`config.mk`:
```
export PLATFORM = sky130hd
export DESIGN_NAME = glpd_outbuf
export DESIGN_NICKNAME = d
export VERILOG_FILES = /design/src/rtl/core/glpd_pkg.sv /design/src/rtl/core/glpd_ram.sv /design/src/rtl/core/glpd_outbuf.sv
export SDC_FILE = /design/constraint.sdc
export NUM_CORES = 2
export LEC_CHECK = 0
export BUFFER_PORTS_ARGS = -buffer_cell sky130_fd_sc_hd__buf_4
export CAP_MARGIN = 20
export CORE_MARGIN = 2
export CORE_UTILIZATION = 50
export CTS_CLUSTER_SIZE = 28
export DETAILED_ROUTE_END_ITERATION = 8
export GPL_ROUTABILITY_DRIVEN = 0
export PLACE_DENSITY_LB_ADDON = 0.2
export SYNTH_ARGS = -nofsm -noshare
export SYNTH_HDL_FRONTEND = slang
export SYNTH_SLANG_ARGS = --single-unit
```
`constraint.sdc`:
```
create_clock -name clk_i -period 3.05 [get_ports clk_i]
set_clock_uncertainty 0.05 [all_clocks]
set_input_delay 0.305 -clock clk_i [delete_from_list [all_inputs] [get_ports clk_i]]
set_output_delay 0.305 -clock clk_i [all_outputs]
set_load 0.05 [all_outputs]
```
`src/rtl/core/glpd_pkg.sv`:
```
// Shared types, constants and helpers of the LZW pixel decoder core.
// No dependencies; every other file of the block but glpd_ram imports it.
package glpd_pkg;

  localparam int unsigned STACK_DEPTH = 4096;
  localparam int unsigned STACK_AW    = 12;
  localparam int unsigned SC_W        = 13;
  localparam int unsigned CODE_W      = 12;
  localparam int unsigned BB_W        = 24;
  localparam int unsigned BC_W        = 5;
  localparam int unsigned CW_W        = 4;

  // decode phase codes
  localparam logic [1:0] PH_AWAIT_CLEAR = 2'd0;
  localparam logic [1:0] PH_AWAIT_FIRST = 2'd1;
  localparam logic [1:0] PH_RUN         = 2'd2;
  localparam logic [1:0] PH_DONE        = 2'd3;

  // error codes
  localparam logic [1:0] ERR_NONE    = 2'd0;
  localparam logic [1:0] ERR_FIRST   = 2'd1;
  localparam logic [1:0] ERR_RANGE   = 2'd2;
  localparam logic [1:0] ERR_PENDING = 2'd3;

  // register indexes
  localparam logic [2:0] REG_MIN_CODE = 3'd0;
  localparam logic [2:0] REG_LEFT     = 3'd1;
  localparam logic [2:0] REG_TOP      = 3'd2;
  localparam logic [2:0] REG_WIDTH    = 3'd3;
  localparam logic [2:0] REG_SCREEN   = 3'd4;
  localparam logic [2:0] REG_TRANSP   = 3'd5;

  typedef struct packed {
    logic [3:0]  lzw_size;
    logic [15:0] image_left;
    logic [15:0] image_top;
    logic [15:0] image_width;
    logic [15:0] screen_width;
    logic [8:0]  transparent_index;
    logic        mcs_we;
    logic [3:0]  mcs_wdata;
  } cfg_t;

  typedef struct packed {
    logic        has_pixel;
    logic [7:0]  color_index;
    logic [31:0] pixel_offset;
    logic        is_transparent;
    logic [1:0]  error_code;
  } res_t;

  // minimum code size clamped to 2..8
  function automatic logic [3:0] eff_min(input logic [3:0] m);
    logic [3:0] r;
    r = m;
    if (m < 4'd2) r = 4'd2;
    else if (m > 4'd8) r = 4'd8;
    return r;
  endfunction

endpackage

```
`src/rtl/core/glpd_ram.sv`:
```
// Generic simple dual-port RAM: one write port, one registered read port.
// No dependencies.
module glpd_ram #(
  parameter int unsigned WIDTH = 8,
  parameter int unsigned DEPTH = 4096,
  parameter int unsigned AW    = (DEPTH > 1) ? $clog2(DEPTH) : 1
) (
  input  logic             clk_i,
  input  logic             we_i,
  input  logic [AW-1:0]    waddr_i,
  input  logic [WIDTH-1:0] wdata_i,
  input  logic             re_i,
  input  logic [AW-1:0]    raddr_i,
  output logic [WIDTH-1:0] rdata_o
);

  logic [WIDTH-1:0] mem_q [DEPTH];
  logic [WIDTH-1:0] rdata_q;

  always_ff @(posedge clk_i) begin
    if (we_i) mem_q[waddr_i] <= wdata_i;
    if (re_i) rdata_q <= mem_q[raddr_i];
  end

  assign rdata_o = rdata_q;

endmodule

```
`src/rtl/core/glpd_outbuf.sv`:
```
// Result buffer: holds the results of one item and replays them on the output.
// Depends on glpd_pkg and glpd_ram.
module glpd_outbuf import glpd_pkg::*; #(
  parameter int unsigned PIXELS_PER_ITEM = 64,
  parameter int unsigned NW = $clog2(PIXELS_PER_ITEM + 1),
  parameter int unsigned PW = (PIXELS_PER_ITEM > 1) ? $clog2(PIXELS_PER_ITEM) : 1
) (
  input  logic          clk_i,
  input  logic          rst_ni,
  input  logic          wr_en_i,
  input  logic [PW-1:0] wr_addr_i,
  input  res_t          wr_data_i,
  input  logic          start_i,
  input  logic [NW-1:0] count_i,
  input  logic          pend_i,
  input  logic          done_i,
  output logic          busy_o,
  output logic          out_valid_o,
  input  logic          out_stall_i,
  output res_t          out_res_o,
  output logic          out_pend_o,
  output logic          out_done_o,
  output logic          out_last_o
);

  logic          valid_q, valid_d;
  logic          stat_q, stat_d;
  logic          pend_q, pend_d, done_q, done_d;
  logic [NW-1:0] cnt_q, cnt_d, nxt_q, nxt_d;
  logic          re;
  logic [PW-1:0] ra;
  res_t          rdata;

  glpd_ram #(.WIDTH($bits(res_t)), .DEPTH(PIXELS_PER_ITEM), .AW(PW)) u_buf (
    .clk_i   (clk_i),
    .we_i    (wr_en_i),
    .waddr_i (wr_addr_i),
    .wdata_i (wr_data_i),
    .re_i    (re),
    .raddr_i (ra),
    .rdata_o (rdata)
  );

  // replay sequencer
  always_comb begin
    valid_d = valid_q;
    stat_d  = stat_q;
    pend_d  = pend_q;
    done_d  = done_q;
    cnt_d   = cnt_q;
    nxt_d   = nxt_q;
    re      = 1'b0;
    ra      = nxt_q[PW-1:0];
    if (start_i) begin
      valid_d = 1'b1;
      cnt_d   = count_i;
      pend_d  = pend_i;
      done_d  = done_i;
      stat_d  = (count_i == '0);
      re      = (count_i != '0);
      ra      = '0;
      nxt_d   = NW'(1);
    end else if (valid_q && !out_stall_i) begin
      if (stat_q || nxt_q == cnt_q) begin
        valid_d = 1'b0;
      end else begin
        re    = 1'b1;
        nxt_d = nxt_q + NW'(1);
      end
    end
  end

  always_ff @(posedge clk_i or negedge rst_ni) begin
    if (!rst_ni) begin
      valid_q <= 1'b0;
      stat_q  <= 1'b0;
      cnt_q   <= '0;
      nxt_q   <= '0;
    end else begin
      valid_q <= valid_d;
      stat_q  <= stat_d;
      cnt_q   <= cnt_d;
      nxt_q   <= nxt_d;
    end
  end

  always_ff @(posedge clk_i) begin
    pend_q <= pend_d;
    done_q <= done_d;
  end

  assign busy_o      = valid_q;
  assign out_valid_o = valid_q;
  assign out_res_o   = stat_q ? '0 : rdata;
  assign out_pend_o  = pend_q;
  assign out_done_o  = done_q;
  assign out_last_o  = stat_q || (nxt_q == cnt_q);

endmodule

```
==> qor.csv <==
stage,metric,value,unit
critical_path,Worst setup SP type,register,
clock_network,clock root buffer,clkbuf_16,
critical_path,critical path class,reg -> reg,
global_routing,largest net degree at the start of global routing,67,
pwr,Clock Power Share,40.7,%
floorplanning,die footprint,0.230,mm2
route,Residual DRC,0,
pwr,Reg power frac,50.5,%
flow_run,Max Cap Viol,0,
logic_synthesis,Syn Area/Cell,18.2,um2
clock_network,CTS buffer count,308,
route,WL final,358,mm
floorplanning,core area,0.225,mm2
critical_path,worst-path fanout max,8,
pwr,Comb pwr share,8.8,%
layout,Post-Layout Cell Count,10000,
route,DR vias/cell,6.59,
critical_path,Worst path max stage delay,610,ps
critical_path,CP Capture Type,register,
logic_synthesis,ys async rst share,0.556,%
clock_network,Longest Clk Path Bufs,4,
clock_network,# H-tree levels,5,
sta,post-route setup slack,-34.0,ps
sta,Hold WS,54.6,ps
placed_design,PortBufs,112,
sta,Final Max Slew Viols,0,
route,Vias,66000,
clock_network,CTS tree,done,
route,DRT iter0 DRCs,10500,
floorplanning,Die X,480,um
min_path,Worst Hold Class,in -> reg,
layout,Layout Area Growth over Synthesis,16.7,%
critical_path,slowest CP cell,dfrtp_4,
logic_synthesis,Seq cells post-synth,2878,
layout,register area,0.0864,mm2
placed_design,Cells after DPL,9407,
logic_synthesis,ys flop type,edfxtp_1,
logic_synthesis,synthesized area,0.113,mm2
logic_synthesis,Yosys warning count,0,
logic_synthesis,Netlist cell types,70,
critical_path,"most used cell, CP",buf_4,
outcome,status,finished with violations,
global_routing,first-pass GRT wire length,497,mm
layout,Final nets,6869,
sta,Slew @ Worst Pin,925,ps
sta,Fmax,324,MHz
sta,Worst slew margin,37.5,%
critical_path,"CP delay by family, top",compound AO/OA/AOI/OAI gates,
floorplanning,# IOs,113,
global_routing,vias in the first global route,63800,
floorplanning,Die Ht,480,um
critical_path,Crit path buffers/inverters,3,
outcome,failing checks,setup timing,
logic_synthesis,number of flops mapped to enable cells by yosys,2862,
critical_path,Crit path arrival time,3700,ps
logic_synthesis,register area share after synthesis,76.2,%
placed_design,DP Wirelength,204,mm
clock_network,worst skew pair latency,960,ps
pwr,Leakage,43.2,nW
layout,layout cells sized above 1,25.6,%
pwr,internal power,0.0675,W
pwr,Switching Fraction,22.8,%
global_routing,gr ovfl total,0,
pwr,Cell Pwr Density,662,mW/mm2
route,DR pass1 iterations,8,
floorplanning,Initial Util,50.3,%
global_routing,initial antenna violation count,14,
logic_synthesis,Synth Instances,6235,
global_routing,total track usage,30.8,%
floorplanning,Cell Rows,174,
sta,period utilization,101,%
pwr,maximum vdd drop,0.693,mV
critical_path,"reg-to-reg slack, setup",-30,ps
route,DRT antenna net count,0,
sta,final-report hold violation count,0,
layout,filler instances,16600,
critical_path,cell-by-cell trace of the critical path,"buf_4, buf_4, buf_4, mux4_2, nand3_1, nand4_1, a32oi_1, a2111oi_0",
logic_synthesis,syn_nets,6300,
pwr,Switch Pwr,0.0200,W
clock_network,"Clk pin slew, worst setup/hold paths",60,ps
layout,Multi-input gate area,0.0255,mm2
placed_design,dpl ws,-298,ps
route,wire per inst,35.7,um
sta,endpoints failing setup,2,
clock_network,clk sink count,2878,
sta,RSZ-0062 raised after global routing,yes,
sta,min cycle time layout,3080,ps
critical_path,CP required,3660,ps
## stage by stage
step | utilization, % | power, W | cell area, um2 | TNS (ps)
after CTS | 58.6 | 0.0876 | 132000 | 0
after floorplan | - | 0.0491 | 113000 | -627000
after global routing | 58.7 | 0.0897 | 132000 | -10.8
after global placement | 54.1 | 0.0523 | 122000 | -574
after detailed placement | 54.1 | 0.0524 | 122000 | -544
final | 58.7 | 0.0874 | 132000 | -62.7
## cells in the mapped netlist, drive strengths merged (7+ instances only)
cell	instances	area, um2
o221ai	90	788
o22ai	121	757
dfrtp	16	400
nor2b	70	438
o21a	13	97.6
o221a	9	101
o211ai	21	158
nand2	256	961
o32a	8	80.1
nor2	380	1430
nand2b	42	265
a221o	17	170
nor4	14	87.6
a21oi	280	1400
o21ai	146	731
a22o	13	114
nor3b	15	113
buf	267	1490
clkbuf	151	567
nand4	12	75.1
a211o	19	166
mux2	155	1750
o32ai	7	61.3
mux2i	289	2890
or2	182	1140
nand3	45	225
a32oi	31	272
nor3	15	75.1
mux4	344	7750
xor2	9	78.8
a221oi	60	532
a222oi	60	601
a22oi	28	210
edfxtp	2862	85900
inv	29	109
a211oi	57	428
a31oi	29	181
o22a	12	105
## final timing paths
| kind | to | cells after the start | from |
|---|---|---|---|
| max in group asynchronous | stat_q | 3 | rst_ni |
| min | out_pend_o | 2 | pend_i |
| max | u_buf.rdata_o[16] | 8 | nxt_q[2] |
| min reg2reg | nxt_q[6] | 2 | nxt_q[6] |
| min in group asynchronous | busy_o | 3 | rst_ni |
| max reg2reg | u_buf.rdata_o[16] | 8 | nxt_q[2] |
## state kept, by name (all words and copies together) (netlist names)
register and count:
u_buf.mem_q 2816, u_buf.rdata_o 44, cnt_q 7, nxt_q 7, busy_o 1, out_done_o 1
out_pend_o 1, stat_q 1
## placed cells by master, fill, tap and decap left out, types with 28 or more instances in the layout
cell type	instances
a222oi_1	60
or2_2	172
nand3_1	45
dlygate4sd3_1	68
mux2i_1	289
clkinv_2	44
o221ai_1	90
mux2_2	155
a221oi_1	57
o22ai_1	121
a211oi_1	55
nor2_4	65
nor2b_1	66
clkbuf_16	314
buf_12	142
o21ai_0	141
a21oi_1	277
clkbuf_1	68
nand2b_1	35
mux4_2	344
edfxtp_1	2862
a22oi_1	28
clkinv_1	67
nor2_1	313
buf_4	458
a31oi_1	29
nand2_1	255
## worst reg2reg max path, delay by kind of cell, from the launching register on
family,cells,cell delay (ps)
buffers and inverters,3,610
and+or+nand+nor,2,340
AOI/OAI and AO/OA,2,690
DFF,1,610
muxes,1,510
## area by class of cell
type	instances	area share, %
Sequential cell	2878	65.3
Multi-Input combinational cell	2910	19.3
Clock buffer	385	6.16
Timing Repair Buffer	677	5.37
Tap cell	2992	2.83
Clock inverter	146	0.921
Inverter	29	0.0861
Antenna cell	9	0.0170
## what timing repair did
item / 4_1_cts / 5_1_grt
gates resized for setup: 6 / 21
buffers inserted: 5 / 6
endpoints found under the hold margin: 2875 / 0
setup endpoints to repair: 34 / 16
hold buffers: 68 / 0
gates cloned: 0 / 1
pin swaps: 1 / 6
## power by group through the flow
| stage | clock (W) | sequential, W | combinational (W) |
|---|---|---|---|
| 2_1_floorplan | 0 | 0.0448 | 0.00429 |
| 3_3_place_gp | 0 | 0.0450 | 0.00737 |
| 3_5_place_dp | 0 | 0.0450 | 0.00747 |
| 4_1_cts | 0.0359 | 0.0441 | 0.00759 |
| 5_1_grt | 0.0375 | 0.0441 | 0.00805 |
| 6_report | 0.0356 | 0.0441 | 0.00768 |
## per-layer routing
layer  GRT usage, %  wire length (um)  vias up
met5              0                13        -
met4           11.5             14200        2
met3           5.91             39600      698
met2           48.2            168000     4291
met1           43.3            137000    34700
li1               -                 -    26400
## cell families (layout without fill, tap and decap cells)
kind of cell               Yosys count  in the layout  synth area share, %
AOI/OAI and AO/OA                 1054           1054                 6.40
xor gates and xnor gates            12             12               0.0928
adders and majority gates            1              1               0.0110
buffers and inverters              447           1237                 1.91
DFF                               2878           2878                 76.2
muxes                              788            788                 10.9
other                                0              9                    0
and+or+nand+nor                   1055           1055                 4.41
Power figures use the tool's default switching activity.
